### src/design/assert_macros.svh
// Assertion helpers included by rvrt_ctrl.
`ifndef ASSERT_MACROS_SVH
`define ASSERT_MACROS_SVH

// Checked on every rising edge outside reset.
`define RVRT_ASSERT(lbl, prop, msg) \
  lbl: assert property (@(posedge clk_i) disable iff (!rst_ni) (prop)) else $error(msg);

// Checked on every rising edge, reset included.
`define RVRT_ASSERT_ALWAYS(lbl, prop, msg) \
  lbl: assert property (@(posedge clk_i) (prop)) else $error(msg);

`endif

### src/design/rvrt_pkg.sv
package rvrt_pkg;

  localparam int unsigned RVRT_NUM_DIRS = 4;
  localparam int unsigned RVRT_VC_COUNT = 4;

  localparam int unsigned ACTION_W  = 3;
  localparam int unsigned PORT_W    = 3;
  localparam int unsigned CHANNEL_W = 2;
  localparam int unsigned OWNER_W   = 3;

  localparam logic [ACTION_W-1:0] ACT_CLEAR   = 3'd0;
  localparam logic [ACTION_W-1:0] ACT_RESERVE = 3'd1;
  localparam logic [ACTION_W-1:0] ACT_RELEASE = 3'd2;
  localparam logic [ACTION_W-1:0] ACT_QUERY   = 3'd3;
  localparam logic [ACTION_W-1:0] ACT_FIND    = 3'd4;
  localparam logic [ACTION_W-1:0] ACT_INVAL   = 3'd5;

  typedef enum logic [1:0] {
    SLOT_FREE  = 2'd0,
    SLOT_RESV  = 2'd1,
    SLOT_INVAL = 2'd2
  } slot_st_e;

  typedef enum logic [2:0] {
    ST_IDLE   = 3'd0,
    ST_EXEC   = 3'd1,
    ST_SCAN   = 3'd2,
    ST_COMMIT = 3'd3,
    ST_DONE   = 3'd4
  } ctrl_st_e;

  typedef struct packed {
    logic               available;
    logic [OWNER_W-1:0] owner_output;
    logic               error_flag;
  } rsp_t;

endpackage

### src/design/rvrt_owner_mem.sv
module rvrt_owner_mem import rvrt_pkg::*; #(
  parameter int unsigned DEPTH = 17,
  parameter int unsigned WIDTH = 5
) (
  input  logic                     clk_i,
  input  logic                     we_i,
  input  logic [$clog2(DEPTH)-1:0] waddr_i,
  input  logic [WIDTH-1:0]         wdata_i,
  input  logic [$clog2(DEPTH)-1:0] raddr_i,
  output logic [WIDTH-1:0]         rdata_o
);

  logic [WIDTH-1:0] mem_q [DEPTH];
  logic [WIDTH-1:0] rdata_q;

  always_ff @(posedge clk_i) begin
    if (we_i) begin
      mem_q[waddr_i] <= wdata_i;
    end
    rdata_q <= mem_q[raddr_i];
  end

  assign rdata_o = rdata_q;

endmodule

### src/design/rvrt_ctrl.sv
module rvrt_ctrl import rvrt_pkg::*; #(
  parameter int unsigned NUM_DIRS = RVRT_NUM_DIRS,
  parameter int unsigned VC_COUNT = RVRT_VC_COUNT
) (
  input  logic                 clk_i,
  input  logic                 rst_ni,
  input  logic                 in_valid_i,
  output logic                 busy_o,
  input  logic [ACTION_W-1:0]  action_i,
  input  logic [PORT_W-1:0]    in_port_i,
  input  logic [PORT_W-1:0]    out_port_i,
  input  logic [CHANNEL_W-1:0] channel_i,
  output logic                 rsp_valid_o,
  input  logic                 rsp_ready_i,
  output rsp_t                 rsp_o
);

  localparam int unsigned SlotCnt = NUM_DIRS * VC_COUNT + 1;
  localparam int unsigned SlotW   = $clog2(SlotCnt);
  localparam int unsigned ScanW   = $clog2(NUM_DIRS + 2);
  localparam logic [OWNER_W-1:0] OwnerNone = OWNER_W'(NUM_DIRS + 1);

  ctrl_st_e             state_q, state_d;
  slot_st_e             status_q [SlotCnt];
  slot_st_e             status_d [SlotCnt];
  logic [ACTION_W-1:0]  action_q;
  logic [PORT_W-1:0]    in_port_q, out_port_q;
  logic [CHANNEL_W-1:0] channel_q;
  logic [ScanW-1:0]     scan_q, scan_d;
  logic [ScanW-1:0]     cmp_port_q, cmp_port_d;
  logic                 cmp_vld_q, cmp_vld_d;
  rsp_t                 rsp_q, rsp_d;

  logic                 accept;
  logic                 addr_ok, in_ok, scan_hit, scan_last;
  logic [SlotW-1:0]     idx, code, cmp_slot;
  slot_st_e             idx_st, cmp_st;
  logic                 mem_we;
  logic [SlotW-1:0]     mem_raddr;
  logic [SlotW-1:0]     mem_rdata;

  function automatic logic [SlotW-1:0] slot_of(input int unsigned port,
                                                input int unsigned ch);
    if (port == NUM_DIRS) begin
      return SlotW'(NUM_DIRS * VC_COUNT);
    end
    return SlotW'(port * VC_COUNT + ch);
  endfunction

  // Out-of-range slots only appear on bad addresses, which never use the value.
  function automatic slot_st_e st_at(input slot_st_e st [SlotCnt],
                                     input logic [SlotW-1:0] i);
    if (32'(i) < SlotCnt) begin
      return st[i];
    end
    return SLOT_INVAL;
  endfunction

  assign accept  = in_valid_i && (state_q == ST_IDLE);
  assign busy_o  = (state_q != ST_IDLE);

  assign addr_ok = (32'(out_port_q) == NUM_DIRS) ||
                   ((32'(out_port_q) < NUM_DIRS) && (32'(channel_q) < VC_COUNT));
  assign in_ok   = (32'(in_port_q) <= NUM_DIRS) && (32'(channel_q) < VC_COUNT);
  assign idx     = slot_of(32'(out_port_q), 32'(channel_q));
  assign code    = slot_of(32'(in_port_q), 32'(channel_q));
  assign idx_st  = st_at(status_q, idx);

  // Shared owner compare: one slot per cycle, pipelined behind the memory read.
  assign cmp_slot  = slot_of(32'(cmp_port_q), 32'(channel_q));
  assign cmp_st    = st_at(status_q, cmp_slot);
  assign scan_hit  = cmp_vld_q && (cmp_st == SLOT_RESV) && (mem_rdata == code);
  assign scan_last = cmp_vld_q && (32'(cmp_port_q) == NUM_DIRS);
  assign mem_raddr = slot_of(32'(scan_q), 32'(channel_q));
  assign mem_we    = (state_q == ST_COMMIT);

  rvrt_owner_mem #(
    .DEPTH(SlotCnt),
    .WIDTH(SlotW)
  ) u_owner_mem (
    .clk_i  (clk_i),
    .we_i   (mem_we),
    .waddr_i(idx),
    .wdata_i(code),
    .raddr_i(mem_raddr),
    .rdata_o(mem_rdata)
  );

  always_comb begin
    state_d    = state_q;
    status_d   = status_q;
    scan_d     = scan_q;
    cmp_port_d = cmp_port_q;
    cmp_vld_d  = 1'b0;
    rsp_d      = rsp_q;

    unique case (state_q)
      ST_IDLE: begin
        if (accept) begin
          state_d = ST_EXEC;
        end
      end
      ST_EXEC: begin
        rsp_d.available    = 1'b0;
        rsp_d.owner_output = OwnerNone;
        rsp_d.error_flag   = 1'b0;
        scan_d             = '0;
        state_d            = ST_DONE;
        unique case (action_q)
          ACT_CLEAR: begin
            for (int i = 0; i < SlotCnt; i++) begin
              if (status_q[i] == SLOT_RESV) begin
                status_d[i] = SLOT_FREE;
              end
            end
          end
          ACT_RESERVE: begin
            if (!addr_ok || !in_ok || idx_st != SLOT_FREE) begin
              rsp_d.error_flag = 1'b1;
            end else begin
              state_d = ST_SCAN;
            end
          end
          ACT_RELEASE: begin
            if (!addr_ok || idx_st != SLOT_RESV) begin
              rsp_d.error_flag = 1'b1;
            end else begin
              status_d[idx] = SLOT_FREE;
            end
          end
          ACT_QUERY: begin
            if (!addr_ok) begin
              rsp_d.error_flag = 1'b1;
            end else begin
              rsp_d.available = (idx_st == SLOT_FREE);
            end
          end
          ACT_FIND: begin
            if (!in_ok) begin
              rsp_d.error_flag = 1'b1;
            end else begin
              state_d = ST_SCAN;
            end
          end
          ACT_INVAL: begin
            if (!addr_ok) begin
              rsp_d.error_flag = 1'b1;
            end else begin
              status_d[idx] = SLOT_INVAL;
            end
          end
          default: begin
            rsp_d.error_flag = 1'b1;
          end
        endcase
      end
      ST_SCAN: begin
        // Issue the next read while comparing the previous one.
        if (32'(scan_q) <= NUM_DIRS) begin
          cmp_vld_d  = 1'b1;
          cmp_port_d = scan_q;
          scan_d     = scan_q + ScanW'(1);
        end
        if (scan_hit) begin
          cmp_vld_d = 1'b0;
          if (action_q == ACT_RESERVE) begin
            status_d[cmp_slot] = SLOT_FREE;
            state_d            = ST_COMMIT;
          end else begin
            rsp_d.owner_output = OWNER_W'(cmp_port_q);
            state_d            = ST_DONE;
          end
        end else if (scan_last) begin
          cmp_vld_d = 1'b0;
          state_d   = (action_q == ACT_RESERVE) ? ST_COMMIT : ST_DONE;
        end
      end
      ST_COMMIT: begin
        status_d[idx] = SLOT_RESV;
        state_d       = ST_DONE;
      end
      ST_DONE: begin
        if (rsp_ready_i) begin
          state_d = ST_IDLE;
        end
      end
      default: begin
        state_d = ST_IDLE;
      end
    endcase
  end

  always_ff @(posedge clk_i or negedge rst_ni) begin
    if (!rst_ni) begin
      state_q   <= ST_IDLE;
      cmp_vld_q <= 1'b0;
      for (int i = 0; i < SlotCnt; i++) begin
        status_q[i] <= SLOT_FREE;
      end
    end else begin
      state_q   <= state_d;
      cmp_vld_q <= cmp_vld_d;
      status_q  <= status_d;
    end
  end

  always_ff @(posedge clk_i) begin
    if (accept) begin
      action_q   <= action_i;
      in_port_q  <= in_port_i;
      out_port_q <= out_port_i;
      channel_q  <= channel_i;
    end
    scan_q     <= scan_d;
    cmp_port_q <= cmp_port_d;
    rsp_q      <= rsp_d;
  end

  assign rsp_valid_o = (state_q == ST_DONE);
  assign rsp_o       = rsp_q;

`include "assert_macros.svh"

  `RVRT_ASSERT(a_commit_slot_free, (state_q == ST_COMMIT) |-> (idx_st == SLOT_FREE), "reserve claims a slot that is not free")
  `RVRT_ASSERT(a_scan_bound, (state_q == ST_SCAN) |-> (32'(scan_q) <= NUM_DIRS + 1), "owner scan ran past the local port")
  `RVRT_ASSERT(a_done_release, (state_q == ST_DONE && rsp_ready_i) |=> (state_q == ST_IDLE), "result taken but sequencer did not return to idle")
  `RVRT_ASSERT_ALWAYS(a_no_cmp_in_idle, (state_q == ST_IDLE) |-> !cmp_vld_q, "compare pending while idle")

endmodule

### src/design/router_vc_reservation_table_core.sv
// Channel | Direction | Handshake             | Payload
// input   | in        | in_valid_i/in_stall_o | action_i, in_port_i, out_port_i, channel_i
// result  | out       | out_valid_o/out_stall_i | available_o, owner_output_o, error_flag_o
//
// Clear, release, query, invalidate and unknown actions go from execute straight to done.
// Owner search adds a scan, and a valid reserve a scan and then a commit step: the
// owner compare walks the output slots one per cycle behind the owner memory read.
// Reset (rst_ni low, asynchronous) marks every slot free; no clearing pass.
// A result waits in the output register under out_stall_i while the next item
// is taken; the sequencer holds its result only while that register is full and stalled.
module router_vc_reservation_table_core import rvrt_pkg::*; #(
  parameter int unsigned NUM_DIRS = RVRT_NUM_DIRS,
  parameter int unsigned VC_COUNT = RVRT_VC_COUNT
) (
  input  logic                 clk_i,
  input  logic                 rst_ni,
  input  logic                 in_valid_i,
  output logic                 in_stall_o,
  input  logic [ACTION_W-1:0]  action_i,
  input  logic [PORT_W-1:0]    in_port_i,
  input  logic [PORT_W-1:0]    out_port_i,
  input  logic [CHANNEL_W-1:0] channel_i,
  output logic                 out_valid_o,
  input  logic                 out_stall_i,
  output logic                 available_o,
  output logic [OWNER_W-1:0]   owner_output_o,
  output logic                 error_flag_o
);

  logic busy;
  logic rsp_valid, rsp_ready;
  rsp_t rsp;
  logic out_valid_q, out_valid_d;
  rsp_t out_q;

  rvrt_ctrl #(
    .NUM_DIRS(NUM_DIRS),
    .VC_COUNT(VC_COUNT)
  ) u_ctrl (
    .clk_i      (clk_i),
    .rst_ni     (rst_ni),
    .in_valid_i (in_valid_i),
    .busy_o     (busy),
    .action_i   (action_i),
    .in_port_i  (in_port_i),
    .out_port_i (out_port_i),
    .channel_i  (channel_i),
    .rsp_valid_o(rsp_valid),
    .rsp_ready_i(rsp_ready),
    .rsp_o      (rsp)
  );

  assign in_stall_o = busy;
  assign rsp_ready  = !out_valid_q || !out_stall_i;

  always_comb begin
    out_valid_d = out_valid_q;
    if (rsp_valid && rsp_ready) begin
      out_valid_d = 1'b1;
    end else if (out_valid_q && !out_stall_i) begin
      out_valid_d = 1'b0;
    end
  end

  always_ff @(posedge clk_i or negedge rst_ni) begin
    if (!rst_ni) begin
      out_valid_q <= 1'b0;
    end else begin
      out_valid_q <= out_valid_d;
    end
  end

  always_ff @(posedge clk_i) begin
    if (rsp_valid && rsp_ready) begin
      out_q <= rsp;
    end
  end

  assign out_valid_o    = out_valid_q;
  assign available_o    = out_q.available;
  assign owner_output_o = out_q.owner_output;
  assign error_flag_o   = out_q.error_flag;

endmodule
### config.mk
export PLATFORM = sky130hd
export DESIGN_NAME = router_vc_reservation_table_core
export DESIGN_NICKNAME = d
export VERILOG_FILES = /design/src/design/rvrt_pkg.sv /design/src/design/rvrt_owner_mem.sv /design/src/design/rvrt_ctrl.sv /design/src/design/router_vc_reservation_table_core.sv
export VERILOG_INCLUDE_DIRS = /design/src /design/src/design
export SDC_FILE = /design/constraint.sdc
export NUM_CORES = 1
export LEC_CHECK = 0
export BUFFER_PORTS_ARGS = -buffer_cell sky130_fd_sc_hd__buf_4
export CAP_MARGIN = 20
export CELL_PAD_IN_SITES_DETAIL_PLACEMENT = 0
export CELL_PAD_IN_SITES_GLOBAL_PLACEMENT = 1
export CORE_MARGIN = 2
export CORE_UTILIZATION = 55
export DETAILED_ROUTE_END_ITERATION = 8
export PLACE_DENSITY = 0.88
export SLEW_MARGIN = 20
export SYNTH_ARGS = -nofsm -noshare
export SYNTH_HDL_FRONTEND = slang
export SYNTH_HIERARCHICAL = 1
export SYNTH_SLANG_ARGS = --single-unit
export TNS_END_PERCENT = 50
### constraint.sdc
create_clock -name clk_i -period 7.3 [get_ports clk_i]
set_input_delay 1.095 -clock clk_i [delete_from_list [all_inputs] [get_ports clk_i]]
set_output_delay 1.095 -clock clk_i [all_outputs]
set_load 0.05 [all_outputs]
Word-level counts from Yosys, hierarchy flattened
Memories as Yosys holds them, arrays and structs flattened. A register that Yosys moved wholly into a read port is not among the register bits.
Cells that the tools add are included.

word-level totals
  bits in registers = 66
  memories kept = 1
  input port bits = 15
  logic and storage cells = 245
  output and inout port bits = 7
  memory bits (writable) = 85

operators by class
  mux-type cells = 78
  magnitude comparators = 9
  add/subtract/negate cells = 5
  bitwise logic cells = 12
  reduce and logical (&&, ||, !) cells = 48
  equality and inequality tests = 60

memories
  name                      words  bits a word  rd ports  clocked after memory_dff  write ports  line                  RTL
  u_ctrl.u_owner_mem.mem_q  17     5            1         1                         1            rvrt_owner_mem.sv:13  logic [WIDTH-1:0] mem_q [DEPTH];

operators with widths
  kind                                                        count
  case mux 34 bit (3 select lines)                            2
  two-way mux 34 bit                                          4
  AND reduction 7 bit                                         17
  bitwise AND 34 bit                                          2
  NOT 34 bit                                                  2
  two-way mux 2 bit                                           27
  != test 3 x 2 -> 1 bit, second input constant               18
  two-way mux 5 bit                                           8
  equality test 2 x 1 -> 1 bit, second input constant         18
  bitwise AND 17 bit                                          2
  NOT 17 bit                                                  2
  OR 17 bit                                                   2
  two-way mux 3 bit                                           10
  equality test 3 bit, second input constant                  7
  adder 5 x 2 -> 5 bit                                        4
  binary-select mux 2 bit (select 5 bit)                      2
  demux 2 bit (select 5 bit)                                  2
  two-way mux 1 bit                                           18
  case mux 3 bit (2 select lines)                             3
  case mux 3 bit (5 select lines)                             1
  equality test 3 x 2 -> 1 bit, second input constant         4
  greater-or-equal comparator 6 bit, second input constant    2
  less-than comparator 6 x 1 -> 1 bit, second input constant  2
  != test 2 x 1 -> 1 bit, second input constant               6
  22 further kinds                                            47

Depth between registers and ports, before layout
Gate-level depths: netlist of the first run.

  depth after elaboration = 14
  gate-level depth with buffers = 11
  gate-level depth less buffers = 8

Cells and area by module
The synthesis of the first run kept the hierarchy.

modules (own cells, without submodules)
  module                            cells each  area each (um2)  times used  sequential area each (um2)
  rvrt_ctrl                         492         4105.2           1           1611.5
  rvrt_owner_mem                    183         3560.9           1           2652.5
  router_vc_reservation_table_core  9           197.7            1           175.2

Worst setup path after synthesis of the first run
No wires, ideal clock.

  path kind = flip-flop to flip-flop
  from = register u_ctrl.cmp_port_q[0]
  to = register u_ctrl.rsp_q (netlist bit u_ctrl/rsp_o[1]) (enable)
  stages on the path, launching flop included = 8
  arrival time = 2471 ps
  setup time = 355 ps
  required time = 6945 ps
  path slack = 4474 ps
  path buffers = 1
  clock period less this slack = 2826 ps
  cell sequence = edfxtp_1 > clkbuf_1 > or3b_2 > nand3_1 > a21oi_1 > o21a_1 > or4b_2 > o31ai_1

between the ends
  cells in the longest elaborated chain, start to end = 14
  elaborated cells between the ends (all ways) = 17
  those cells by class = add/sub (1); order compare (1); eq/ne (3); mux (8); bitwise (1); reduce/logical (3)

ends and longest elaborated chain
  item                                                                          line              RTL
  start, declared                                                               rvrt_ctrl.sv:30   logic [ScanW-1:0] cmp_port_q, cmp_port_d;
  start signal, assigned                                                        rvrt_ctrl.sv:215  cmp_port_q <= cmp_port_d;
  parallel branches: the longest is 2 deep, another holds adder 5 x 2 -> 5 bit  n/a
  two-way mux 5 bit *                                                           rvrt_ctrl.sv:47   return SlotW'(port * VC_COUNT + ch);
  NOT 5 -> 6 bit (implied by the code)                                          rvrt_ctrl.sv:54   return st[i];
  binary-select mux 2 bit (select 5 bit)                                        rvrt_ctrl.sv:54
  two-way mux 2 bit (implied by the code) (2 in series)                         rvrt_ctrl.sv:54
  two-way mux 2 bit                                                             rvrt_ctrl.sv:53   if (32'(i) < SlotCnt) begin
  two-way mux 2 bit *                                                           rvrt_ctrl.sv:56   return SLOT_INVAL;
  equality test 2 x 1 -> 1 bit *                                                rvrt_ctrl.sv:72   assign scan_hit = cmp_vld_q && (cmp_st == SLOT_RESV) && (mem_rdata == code);
  logical AND 1 bit * (2 in series)                                             rvrt_ctrl.sv:72
  != test 2 x 1 -> 1 bit (no line) *                                            n/a
  AND reduction 3 bit (no line) *                                               n/a
  end signal, assigned                                                          rvrt_ctrl.sv:216  rsp_q <= rsp_d;
  end, declared                                                                 rvrt_ctrl.sv:32   rsp_t rsp_q, rsp_d;

Mark *: on every way between the ends. The select of a mux whose other input is x is not followed.
A chain may end at the register's enable or synchronous reset.

Worst setup path in the final report of the first run
  from = register u_ctrl.in_port_q[0]
  to = register u_ctrl/status_q[26] in the netlist's numbering

between the ends
  cells in the longest elaborated chain, start to end = 7
  elaborated cells between the ends (all ways) = 8
  those cells by class = add/sub (1); eq/ne (3); mux (2); reduce/logical (2)

ends and longest elaborated chain
  item                                                                          line              RTL
  start, declared                                                               rvrt_ctrl.sv:27   logic [PORT_W-1:0] in_port_q, out_port_q;
  start signal, assigned                                                        rvrt_ctrl.sv:210  in_port_q <= in_port_i;
  parallel branches: the longest is 2 deep, another holds adder 5 x 2 -> 5 bit  n/a
  two-way mux 5 bit *                                                           rvrt_ctrl.sv:47
  equality test 5 bit *                                                         rvrt_ctrl.sv:72
  logical AND 1 bit *                                                           rvrt_ctrl.sv:72
  != test 2 x 1 -> 1 bit (no line) *                                            n/a
  AND reduction 7 bit (no line) *                                               n/a
  end signal, assigned                                                          rvrt_ctrl.sv:203  status_q <= status_d;
  end, declared                                                                 rvrt_ctrl.sv:24   slot_st_e status_q [SlotCnt];

Mark *: on every way between the ends.

==> results of run 1 <==
per-stage QoR:
stage / utilization, % / hold WS [ns] / cell area [µm²]
after floorplan: - / 0.400 / 7860
after detailed placement: 57.9 / 0.405 / 8070
after global routing: 61.8 / 0.439 / 8610
after CTS: 61.8 / 0.419 / 8610
after global placement: 57.9 / 0.401 / 8070
final: 61.8 / 0.417 / 8610
final cells by class:
| cell class | instances | area, µm² |
|---|---|---|
| fillers | 1082 | 5320 |
| flip-flops and latches | 156 | 4440 |
| multi-input cells | 462 | 3120 |
| clock buffers | 19 | 433 |
| repair buffers | 30 | 225 |
| well taps | 180 | 225 |
| clock inverters | 13 | 109 |
| inverters | 16 | 60.1 |
metal layers:
layer  global-route usage [%]  up-vias
met4                     10.0        0
met5                        0        -
met1                     35.4     2837
met3                     6.18       32
met2                     44.5      222
li1                         -     2583
layout by cell type (no fill, tap or decap), drive strengths merged, types with 3 or more instances in the layout:
cell type,netlist,final
mux4,20,20
buf,13,30
dfxtp,5,5
a211o,3,3
mux2,7,7
nand2,40,40
nand2b,38,38
or3,4,4
a221oi,7,7
xor2,3,3
nor2b,15,15
nand3,12,12
or2,3,3
o22ai,3,3
nor3,10,10
o21a,5,5
nor2,61,61
nor3b,6,6
a31oi,43,43
a21boi,4,4
a22o,3,3
a21oi,79,79
edfxtp,112,112
nor4,4,4
a211oi,8,8
inv,16,22
nand3b,6,6
o21ai,24,24
clkinv,0,5
mux2i,15,15
and2,8,8
o31ai,3,3
dfrtp,39,39
clkbuf,36,19
worst max path at each step:
stage	end	slack [ns]	cells after the start	start
6_report	u_ctrl/status_q[26]$_DFFE_PN0P_	3.98	7	u_ctrl/in_port_q[0]$_DFFE_PP_
5_1_grt	u_ctrl/status_q[8]$_DFFE_PN0P_	3.74	7	u_ctrl/in_port_q[0]$_DFFE_PP_
4_1_cts	u_ctrl/status_q[26]$_DFFE_PN0P_	3.96	7	u_ctrl/in_port_q[0]$_DFFE_PP_
3_5_place_dp	u_ctrl/status_q[26]$_DFFE_PN0P_	4.01	7	u_ctrl/in_port_q[0]$_DFFE_PP_
3_3_place_gp	u_ctrl/status_q[23]$_DFFE_PN0P_	4.12	7	u_ctrl/in_port_q[0]$_DFFE_PP_
2_1_floorplan	u_ctrl/rsp_o[1]$_SDFFCE_PN1P_	4.47	7	u_ctrl/cmp_port_q[0]$_DFFE_PP_
worst max-delay path, stage by stage (launching register included):
cell and delay (ns):
sky130_fd_sc_hd__edfxtp_1 0.76, sky130_fd_sc_hd__nor3b_1 0.21, sky130_fd_sc_hd__a21boi_0 0.19, sky130_fd_sc_hd__or4_4 0.53
sky130_fd_sc_hd__nor3_1 0.19, sky130_fd_sc_hd__or4b_1 0.66, sky130_fd_sc_hd__nand2_2 0.46, sky130_fd_sc_hd__a31oi_1 0.16
kinds of logic (layout without fill, tap and decap cells):
| kind of cell | after synthesis | after routing |
|---|---|---|
| simple gates | 218 | 218 |
| compound gates | 196 | 196 |
| flops | 156 | 156 |
| buf+inv | 66 | 78 |
| mux | 42 | 42 |
| xor+xnor | 4 | 4 |
| fa+ha+maj | 2 | 2 |
sequential cells by signal, indices dropped and copies added (netlist names):
signal and count:
u_ctrl/in_port_q 3, u_ctrl/out_port_q 3, u_ctrl/status_q 34, u_ctrl/rsp_o 5
u_ctrl/cmp_vld_q 1, u_ctrl/channel_q 2, u_ctrl/scan_q 3, u_ctrl/cmp_port_q 3
error_flag_o 1, owner_output_o 3, out_valid_o 1, u_ctrl/state_q 3
u_ctrl/u_owner_mem/rdata_o 5, u_ctrl/u_owner_mem/mem_q 85, available_o 1, u_ctrl/action_q 3
where the power goes:
part	switching (mW)	leakage, nW	internal (mW)
registers	0.109	1.59	1.08
logic	0.548	1.23	0.316
clock network	0.364	0.259	0.443
total	1.02	3.08	1.84
==> metrics list, run 1 <==
* Overall via count from detail_route: 5,674
- Between clock sinks in the finished design, the worst skew comes to 0.00927 ns.
- The number of hold buffers added after CTS was 0.
- During synthesis, Yosys emitted a total of 6 warnings.
* Clock tree from TritonCTS: built
- In this run the vertical extent of the chip is 124 µm.
* Antenna violations before repair: 0
- Highest attainable clock frequency: 0.301 GHz
* Routed wirelength normalized by instance count: 22.1 µm
* Pin count of the biggest net entering global routing: 40
- Top-area cell type share of the netlist area: 42.8%
* Share of cell area taken by muxes after synthesis: 9.12%
- The tool flagged a number of max-cap violations equal to 0.
- Of the total synthesized cell area, the portion taken by AND, OR, NAND and NOR gates is 14.3%.
- Max VDD drop: 0.000245 V
- Summing the areas of all fa, ha and maj instances in the mapped netlist gives 0.318% of the synthesized area.
* Net count after synthesis: 701
- OpenSTA, run right after detailed placement, puts the worst setup slack at 4.01 ns.
- Final cycle utilization of the critical path: 45.5%
* Length of routed met2 wiring: 9.78 mm
- Number of cells on the worst reg-to-reg path: 7
* 1st-pass router iterations: 6
- A synthesized cell averages 11.5 µm².
- At the end of routability-driven placement, the weighted congestion stood at 0.955.
* Antenna diode count: 0
* Floorplan die area: 0.0153 mm²
- From left edge to right edge, the die measures 124 µm.
* Post-DRT Antenna Nets: 0
- Clock latency on the worst-skew pair, taken at its later pin, is 0.43 ns.
* Worst path required time: 7.58 ns
* Share of layout cells above drive strength 1: 12.8%
- Residual DRC count: 0
- Total instance count after detailed placement: 844
- Synthesis inferred 156 register bits.
- The flow ran to the end, and the final reports show no timing, DRC or antenna violations.
- Summed instance area of the synthesized netlist: 0.00786 mm²
* Aggregate global routing overflow: 0
- Worst Setup Start Kind: flip-flop
- Half-perimeter wire length after placement: 13.0 mm
- Postcts setup bufs: 0
* GRT Total Usage: 27.1%
- The worst hold path passes through 0 cells.
- The H-tree was split into 4 levels.
- Total of cells resized after clock tree synthesis: 0
- The synthesized design spends more area on one cell type than any other, namely sky130_fd_sc_hd__edfxtp_1.
* Relative max-transition margin: 32.5%
* Dominant register cell in the synthesized netlist: sky130_fd_sc_hd__edfxtp_1
- For this run, asynchronously set or reset flops after synthesis account for 25.0%.
- STA puts the critical path data arrival time at 3.60 ns.
- TNS Setup: 0 ns
* Sequential cell area fraction in the yosys report: 56.5%
* Combinational family with the most area after synthesis: compound AO/OA/AOI/OAI gates
- The highest layer touched by signal routing is met4.
- The startpoint identified for the worst hold timing path is u_ctrl/rsp_o[3]$_SDFFCE_PN1P_.
- After the flow finishes, the layout carries non-filler instances totaling 876.
- Buffers on Ports: 21
- Top-count cell post-synth: sky130_fd_sc_hd__edfxtp_1
* Number of flops mapped to enable cells by yosys: 112
* Worst hold endpoint: owner_output_o[2]$_DFFE_PP_
* PnR Total Power: 2.86 mW
- The worst hold path belongs to the class flip-flop to flip-flop.
- The detailed router finished its first iteration with 521 violations.
- Total wirelength of the detailed-routed design: 19.4 mm
- After synthesis, the cell types taking the most area are sky130_fd_sc_hd__edfxtp_1, sky130_fd_sc_hd__dfrtp_1, sky130_fd_sc_hd__a21oi_1, sky130_fd_sc_hd__a31oi_1, sky130_fd_sc_hd__mux4_1.
- Power per unit of standard cell area: 332 mW/mm²
- Layout Area Growth over Synthesis: 9.53%
- Setup repair after global routing left no endpoint under its margin.
- Final layout net count: 700
- The tree built by TritonCTS fans out to 156 sinks.
* Core area: 0.0139 mm²
- The first global-routing pass estimated 30.6 mm of wire.
- Worst R2R End: u_ctrl/status_q[26]$_DFFE_PN0P_
* Final worst-path setup slack: 3.98 ns
- Number of buffers between clock root and the deepest sink: 2
- At the pin with the least slew margin, the transition time is 1.01 ns.
- Hold Vio Cnt, Final: 0
- The root buffer cell chosen for the clock tree is sky130_fd_sc_hd__clkbuf_16.
- After detailed routing, the wire length on met1 is 8.04 mm.
* Number of buffers created by CTS: 17
* Max Transition Viols Final: 0
* Min Clock Period, post-route: 3.32 ns
- Count of distinct cell types in the synthesized netlist: 64
* Share of the synthesized netlist area taken by xor and xnor gates: 0.446%
- Kind of capture point of the worst setup path: flip-flop
- In the detailed route, the total length drawn on met3 is 1.08 mm.
- The commonest cells after synthesis are sky130_fd_sc_hd__edfxtp_1, sky130_fd_sc_hd__a21oi_1, sky130_fd_sc_hd__nor2_1.
- Synthesized-area fraction occupied by ao, oa, aoi and oai cells: 15.4%
- The via count of the first global-routing pass was 5,511.
- The floorplan has 43 rows.
- Total I/O pin count: 22
* Static Leakage: 3.08 nW
- Cells after Synth: 684
* Clock slew at reported path FFs: 0.07 ns
* Total setup violations reported at the end of the flow: 0
* Max FO, Critical Path: 22
* Internal reg-to-reg setup slack: 3.98 ns
- Per-cell via count in the routed design: 6.48
- R2r startpoint: u_ctrl/in_port_q[0]$_DFFE_PP_
* Path type of the worst setup path: flip-flop to flip-flop
* Starting density of the core: 56.4%
Power figures use the tool's default switching activity.
==> inputs of run 2 (changes only) <==
- CORE_UTILIZATION: 55 -> 51
- PLACE_DENSITY: 0.88 -> 0.83
- clock period: 7.3 -> 3.4 ns (I/O delays scaled with it)
==> run 2 against run 1 <==
  * First-iteration DRC count fell by 5.0%
  * Worst setup slack got worse by 3.7 ns
  * Count of clock-buffer cells in the layout fell by 2
  * Critical path depth fell by 1
  * Via count rose by 2.0%
  * Sequential power rose by 110%
  * Sequential share of layout area fell by 0.99 points
  * Global-route usage fell by 1.6 points
==> metrics list, run 2 (same netlist as run 1, synthesis figures left out) <==
- After layout, the minimum clock period comes to 3.07 ns.
* Max Transition Viols Final: 0
- Critical path's slowest cell: sky130_fd_sc_hd__or4b_2
- Dividing total power by cell area gives a power density of 710 mW/mm².
- Worst path required time: 3.47 ns
- After routing, the total negative slack on setup checks comes to 0 ns.
- Clock skew on the completed layout was measured at 0.00979 ns.
* Antenna diode count: 0
- Most common cell after layout, fill and taps aside: sky130_fd_sc_hd__edfxtp_1
* Largest delay contributor family on the critical path: simple AND/OR/NAND/NOR gates
* Root buffer selected by CTS: sky130_fd_sc_hd__clkbuf_16
- The longest clock path from root to sink contains 2 buffers.
* Count of hold-fix buffers inserted at cts: 0
* Number of global-route vias before repair: 5,588
* Register bank with the most flops: u_ctrl/u_owner_mem/mem_q
- Global-route wire length before repair: 31.3 mm
- Of the total power, registers draw 40.1%.
* Global placer's final weighted congestion: 0.964
* Top Registers: u_ctrl/u_owner_mem/mem_q: 85 flops, u_ctrl/status_q: 34 flops
- Across every metal layer, demand over resource in global routing totals 25.4%.
* Depth of the CTS H-tree: 4
- Measured slew at the worst slew-check pin: 0.899 ns
- Worst Hold Slack: 0.0524 ns
* Routed wirelength normalized by instance count: 22.0 µm
- Worst Hold Class: input port to async pin
- Measured on the finished design, the core utilization comes to 58.0%.
- After detailed routing, the number of remaining DRC violations is 0.
- Number of buffers created by CTS: 17
* Final cycle utilization of the critical path: 90.4%
- Max-cap violations in this run came to 0.
- For this design the total switching power over the nets is 2.23 mW.
* Source-to-sink clock delay at the later pin of the worst-skew pair: 0.43 ns
- Longest individual stage delay on the worst path: 0.71 ns
- With fillers left out, the area of the finished cells amounts to 0.00878 mm².
* Part of the power in the clock network: 27.9%
- Share of layout cells above drive strength 1: 15.6%
* Total I/O pin count: 22
- Setup violations remaining at the end of the flow were counted as 0.
- The worst pin sits at a relative slew slack of 40.1%.
- Die span in x: 128 µm
- The signal on the critical path passes through or3b_2 > nand2_1 > o21ai_0 > o21a_1 > or4b_2 > o31ai_1.
- Data arrival at the endpoint of the critical path: 3.14 ns
- Iteration-0 DRC count of the detailed router: 495
- Highest attainable clock frequency: 0.326 GHz
- The analysis attributes to cell leakage a power of 3.20 nW.
- Worst Setup Start Kind: flip-flop
- Clock tree from TritonCTS: built
* Post-DRT Antenna Nets: 0
- Detailed placement finished with a half-perimeter wire length of 13.8 mm.
- Buffers on Ports: 21
- Combinational logic burns 32.0% of the power.
- The number of gates resized after CTS was 0.
- Most used cells in the layout excluding fill and tap cells: sky130_fd_sc_hd__edfxtp_1, sky130_fd_sc_hd__a21oi_1, sky130_fd_sc_hd__nor2_1
- Starting density of the core: 51.9%
- Total wirelength of the detailed-routed design: 19.9 mm
- The first TritonRoute pass finished after 5 iterations.
* Floorplan die area: 0.0164 mm²
* Path type of the worst setup path: flip-flop to flip-flop
* Result of the run: finished clean
- Hold Vio Cnt, Final: 0
- Net switching share of the total power: 35.8%
- The initialized floorplan defines 45 standard-cell rows.
- Clock slew at reported path FFs: 0.06 ns
- Dividing the detail-routed via count by the number of cells gives 6.39.
* Pin count of the biggest net entering global routing: 40
* Cell area after placement: 0.00824 mm²
* Internal power of the cells: 4.00 mW
* Die span in y: 128 µm
* Layout Area Growth over Synthesis: 11.7%
- Final layout net count: 722
* Setup repair after global routing missed its margin: false
* Aggregate global routing overflow: 0
- The floorplan step defined a core boundary enclosing 0.0151 mm².
- Post-CTS timing repair inserted 0 buffers for setup.
* Number of buffer and inverter stages on the critical path: 0
- Sink count of the clock tree: 156
- Max FO, Critical Path: 12
- The register with the most flip-flops in the layout has 85 of them.
* Antenna violations before repair: 0
- The worst-case IR drop observed on VDD is 0.000474 V.
* Kind of capture point of the worst setup path: flip-flop
* Overall via count from detail_route: 5,785
==> run 2: cell count changes in the layout (fill, tap and decap cells not counted), sizes merged <==
| cell | previous run | this run |
|---|---|---|
| buf | 30 | 52 |
| clkinv | 5 | 8 |
| clkbuf | 19 | 17 |
| clkinvlp | 2 | 1 |
==> run 2: path summary, 6_finish.rpt <==
| kind | from | to | slack, ns | cells past startpoint |
|---|---|---|---|---|
| setup / recovery | u_ctrl/cmp_port_q[0]$_DFFE_PP_ | u_ctrl/rsp_o[2]$_SDFFCE_PN0P_ | 0.33 | 6 |
| hold / removal | rst_ni | u_ctrl/cmp_vld_q$_DFF_PN0_ | 0.05 | 1 |
| setup reg to reg | u_ctrl/cmp_port_q[0]$_DFFE_PP_ | u_ctrl/rsp_o[2]$_SDFFCE_PN0P_ | 0.33 | 6 |
| hold reg to reg | u_ctrl/rsp_o[4]$_SDFFCE_PN0P_ | available_o$_DFFE_PP_ | 0.42 | 0 |
| max in group asynchronous | rst_ni | u_ctrl/status_q[19]$_DFFE_PN0P_ | 2.98 | 1 |
| min in group clk_i | in_port_i[1] | u_ctrl/in_port_q[1]$_DFFE_PP_ | 0.25 | 1 |
==> run 2: metal layers <==
layer,part of all wire [%],track usage (%),vias up,wire (µm)
li1,-,-,2635,-
met1,42,32.8,2890,8430
met2,49,41.3,215,9820
met3,5.4,5.76,45,1080
met4,3.1,11.4,0,615
met5,0,0,-,0
==> run 2: final cells by class <==
class,count,area (µm²)
Clock buffer,17,425
Fill cell,1205,6360
Tap cell,188,235
Inverter,16,60.1
Clock inverter,15,113
Timing Repair Buffer,52,390
Sequential cell,156,4440
Multi-Input combinational cell,462,3120
==> run 2: worst register-to-register path: stages, from the launching register on <==
cell	delay [ns]
sky130_fd_sc_hd__edfxtp_1	0.53
sky130_fd_sc_hd__or3b_2	0.58
sky130_fd_sc_hd__nand2_1	0.14
sky130_fd_sc_hd__o21ai_0	0.11
sky130_fd_sc_hd__o21a_1	0.21
sky130_fd_sc_hd__or4b_2	0.71
sky130_fd_sc_hd__o31ai_1	0.45
==> run 2: power groups by stage <==
| stage | clock (mW) | sequential (mW) | combinational (mW) |
|---|---|---|---|
| 2_1_floorplan | 0 | 2.51 | 1.41 |
| 3_3_place_gp | 0 | 2.52 | 1.93 |
| 3_5_place_dp | 0 | 2.53 | 1.97 |
| 4_1_cts | 1.77 | 2.49 | 1.98 |
| 5_1_grt | 1.84 | 2.52 | 2.15 |
| 6_report | 1.74 | 2.50 | 1.99 |
==> run 2: through the flow <==
stage	cells	worst slack, ns	power, mW
2_1_floorplan	684	0.574	3.92
3_3_place_gp	874	0.376	4.46
3_5_place_dp	874	0.351	4.50
4_1_cts	906	0.336	6.24
5_1_grt	906	0.0850	6.51
6_report	906	0.328	6.23
==> inputs of run 3 (changes only) <==
- CORE_ASPECT_RATIO: unset -> 2
- CORE_MARGIN: 2 -> unset
==> run 3 against run 2 <==
  * Sequential power about the same
  * Design area increased by 0.83%
  * Die area decreased by 2.9%
  * Via count increased by 0.83%
  * Sequential share of layout area decreased by 0.41 points
  * Worst setup slack got worse by 0.076 ns
  * Combinational power increased by 3%
  * Clock skew increased by 0.0042 ns
  * Power increased by 4.8%
  * Non-clock buffer count decreased by 2
  * Routed wire length increased by 10%
  * Cell count increased by 0.55%
  * Critical path type unchanged
  * Largest cell class unchanged
==> metrics list, run 3 (same netlist as run 1, synthesis figures left out) <==
* Result of the run: finished clean
- Among all stages on the critical path, the largest delay is contributed by sky130_fd_sc_hd__or4b_2.
- Total I/O pin count: 22
* Internal reg-to-reg setup slack: 0.25 ns
- IR analysis of the VDD net gives a maximum drop of 0.000397 V.
* Static Leakage: 3.22 nW
* Count of max-cap constraint violations: 0
- During placement, the flow inserted port buffers numbering 21.
- Worst path required time: 3.46 ns
* Data arrival at the endpoint of the critical path: 3.21 ns
- In this run the number of cells on the critical path is 6.
* Number of global-route vias before repair: 5,969
* Final worst-path setup slack: 0.251 ns
- Cell-by-cell trace of the critical path: or3b_2 > nand3_1 > a21oi_1 > o21a_1 > or4b_2 > o31ai_1
- The die covers 0.0160 mm².
- Setup repair after global routing missed its margin: false
- Total of cells resized after clock tree synthesis: 0
- The count of nets left with antenna violations once routing finished came out at 0.
* Die span in x: 89.8 µm
- For this run, the detailed router's first-pass iteration total came to 6.
- Using the TritonRoute via totals, the vias-per-cell ratio works out to 6.40.
- The clock reaches the later pin of the worst-skew pair after 0.42 ns.
- For this design, the sink count on the clock tree is 156.
- Number of cells on the worst reg-to-reg path: 6
* Count of hold-fix buffers inserted at cts: 0
- The most critical setup path has its startpoint at u_ctrl/cmp_port_q[0]$_DFFE_PP_.
- Min Clock Period, post-route: 3.15 ns
- Overall power consumption after layout is estimated at 6.53 mW.
- Aggregate global routing overflow: 0
- Pin count of the biggest net entering global routing: 40
- Half-perimeter wire length after placement: 15.7 mm
- Measured slew at the worst slew-check pin: 1.00 ns
* Worst Hold Class: input port to async pin
* Number of buffers between clock root and the deepest sink: 2
* Global-route wire length before repair: 33.5 mm
- For this run, the top clock speed supported by timing is 0.318 GHz.
- Iteration-0 DRC count of the detailed router: 511
- Leaving out fill and tap cells, the most frequent cells in the layout are sky130_fd_sc_hd__edfxtp_1, sky130_fd_sc_hd__a21oi_1, sky130_fd_sc_hd__nor2_1.
* End point of the critical path: u_ctrl/rsp_o[2]$_SDFFCE_PN0P_
- Worst R2R End: u_ctrl/rsp_o[2]$_SDFFCE_PN0P_
- Longest individual stage delay on the worst path: 0.74 ns
* Postcts setup bufs: 0
- Final layout net count: 720
- Routed wirelength normalized by instance count: 24.1 µm
- Path type of the worst setup path: flip-flop to flip-flop
- The register with the most flip-flops in the layout has 85 of them.
- In this run the clock root is driven by a sky130_fd_sc_hd__clkbuf_16.
* Register bank with the most flops: u_ctrl/u_owner_mem/mem_q
- Starting density of the core: 52.5%
* Core area: 0.0150 mm²
* Total wirelength of the detailed-routed design: 22.0 mm
- The H-tree was split into 4 levels.
- Most common cell after layout, fill and taps aside: sky130_fd_sc_hd__edfxtp_1
- The detailed router placed 5,833 vias in this run.
- Place WS: 0.284 ns
* Layout Area Growth over Synthesis: 12.6%
- Routability-driven placement finished with a final weighted congestion of 0.947.
- Util after Layout: 59.1%
* Number of buffers created by CTS: 17
- Final instance area: 0.00885 mm²
- Kind of capture point of the worst setup path: flip-flop
- In the routed design, unresolved DRC markers number 0.
- The critical path contains buffers and inverters numbering 0 combined.
- Clock tree from TritonCTS: built
* GRT Total Usage: 28.6%
- Summed over all failing endpoints, the final setup total negative slack is 0 ns.
- Power per unit of standard cell area: 737 mW/mm²
- Clock slew at reported path FFs: 0.08 ns
* Skew final: 0.0140 ns
- In this run the tightest slew margin relative to its limit is 32.9%.
- The final hold violation count is 0.
- Total setup violations reported at the end of the flow: 0
- In this run the core area contains 63 standard-cell rows.
- Largest delay contributor family on the critical path: simple AND/OR/NAND/NOR gates
- In the final layout, the registers with the most flip-flops are u_ctrl/u_owner_mem/mem_q: 85 flops, u_ctrl/status_q: 34 flops.
* Final cycle utilization of the critical path: 92.6%
* R2r startpoint: u_ctrl/cmp_port_q[0]$_DFFE_PP_
- Max FO, Critical Path: 12
- The repair_antennas step left the layout with diodes totalling 0.
* Antenna violations before repair: 0
- In this run the vertical extent of the chip is 178 µm.
- Cell area after placement: 0.00824 mm²
* Worst Setup Start Kind: flip-flop
* Share of layout cells above drive strength 1: 15.5%
- The number of pins exceeding their max-slew limit in the final report came to 0.
## run 3: how the worst min path moves through the flow
stage	end	from	slack, ns	cells after the start
floorplan	out_valid_o$_DFFE_PN0P_	rst_ni	0.21	0
global placement	owner_output_o[1]$_DFFE_PP_	u_ctrl/rsp_o[2]$_SDFFCE_PN0P_	0.40	0
detailed placement	owner_output_o[0]$_DFFE_PP_	u_ctrl/rsp_o[1]$_SDFFCE_PN1P_	0.41	0
CTS	u_ctrl/status_q[12]$_DFFE_PN0P_	rst_ni	0.09	1
global route	u_ctrl/status_q[12]$_DFFE_PN0P_	rst_ni	0.10	1
finish	u_ctrl/status_q[12]$_DFFE_PN0P_	rst_ni	0.06	1
## run 3: layout make-up
class / count / area [µm²]
multi-input combinational: 462 / 3120
fill: 1268 / 6120
sequential: 156 / 4440
timing repair buffer: 50 / 375
inverter: 16 / 60.1
clock buffer: 17 / 425
clock inverter: 15 / 194
tap: 195 / 244
## run 3: routing by layer
layer / vias to the layer above / part of all wire, % / GRT usage (%)
li1: 2632 / - / -
met1: 2854 / 33 / 28.7
met4: 0 / 8.0 / 22.3
met5: - / 0 / 0
met2: 265 / 54 / 53.0
met3: 82 / 4.4 / 3.51
## run 3: report_power, final
part	internal (mW)	total [mW]	switching [mW]	leakage [nW]
combinational	0.748	2.05	1.30	1.33
clock	1.07	1.98	0.915	0.299
sequential	2.31	2.50	0.182	1.59
total	4.13	6.53	2.40	3.22
## run 3: metrics by stage
| stage | std cells | hold slack, ns |
|---|---|---|
| floorplan | 684 | 0.214 |
| global route | 911 | 0.105 |
| global placement | 878 | 0.404 |
| detailed placement | 879 | 0.406 |
| finish | 911 | 0.0629 |
| CTS | 911 | 0.0907 |
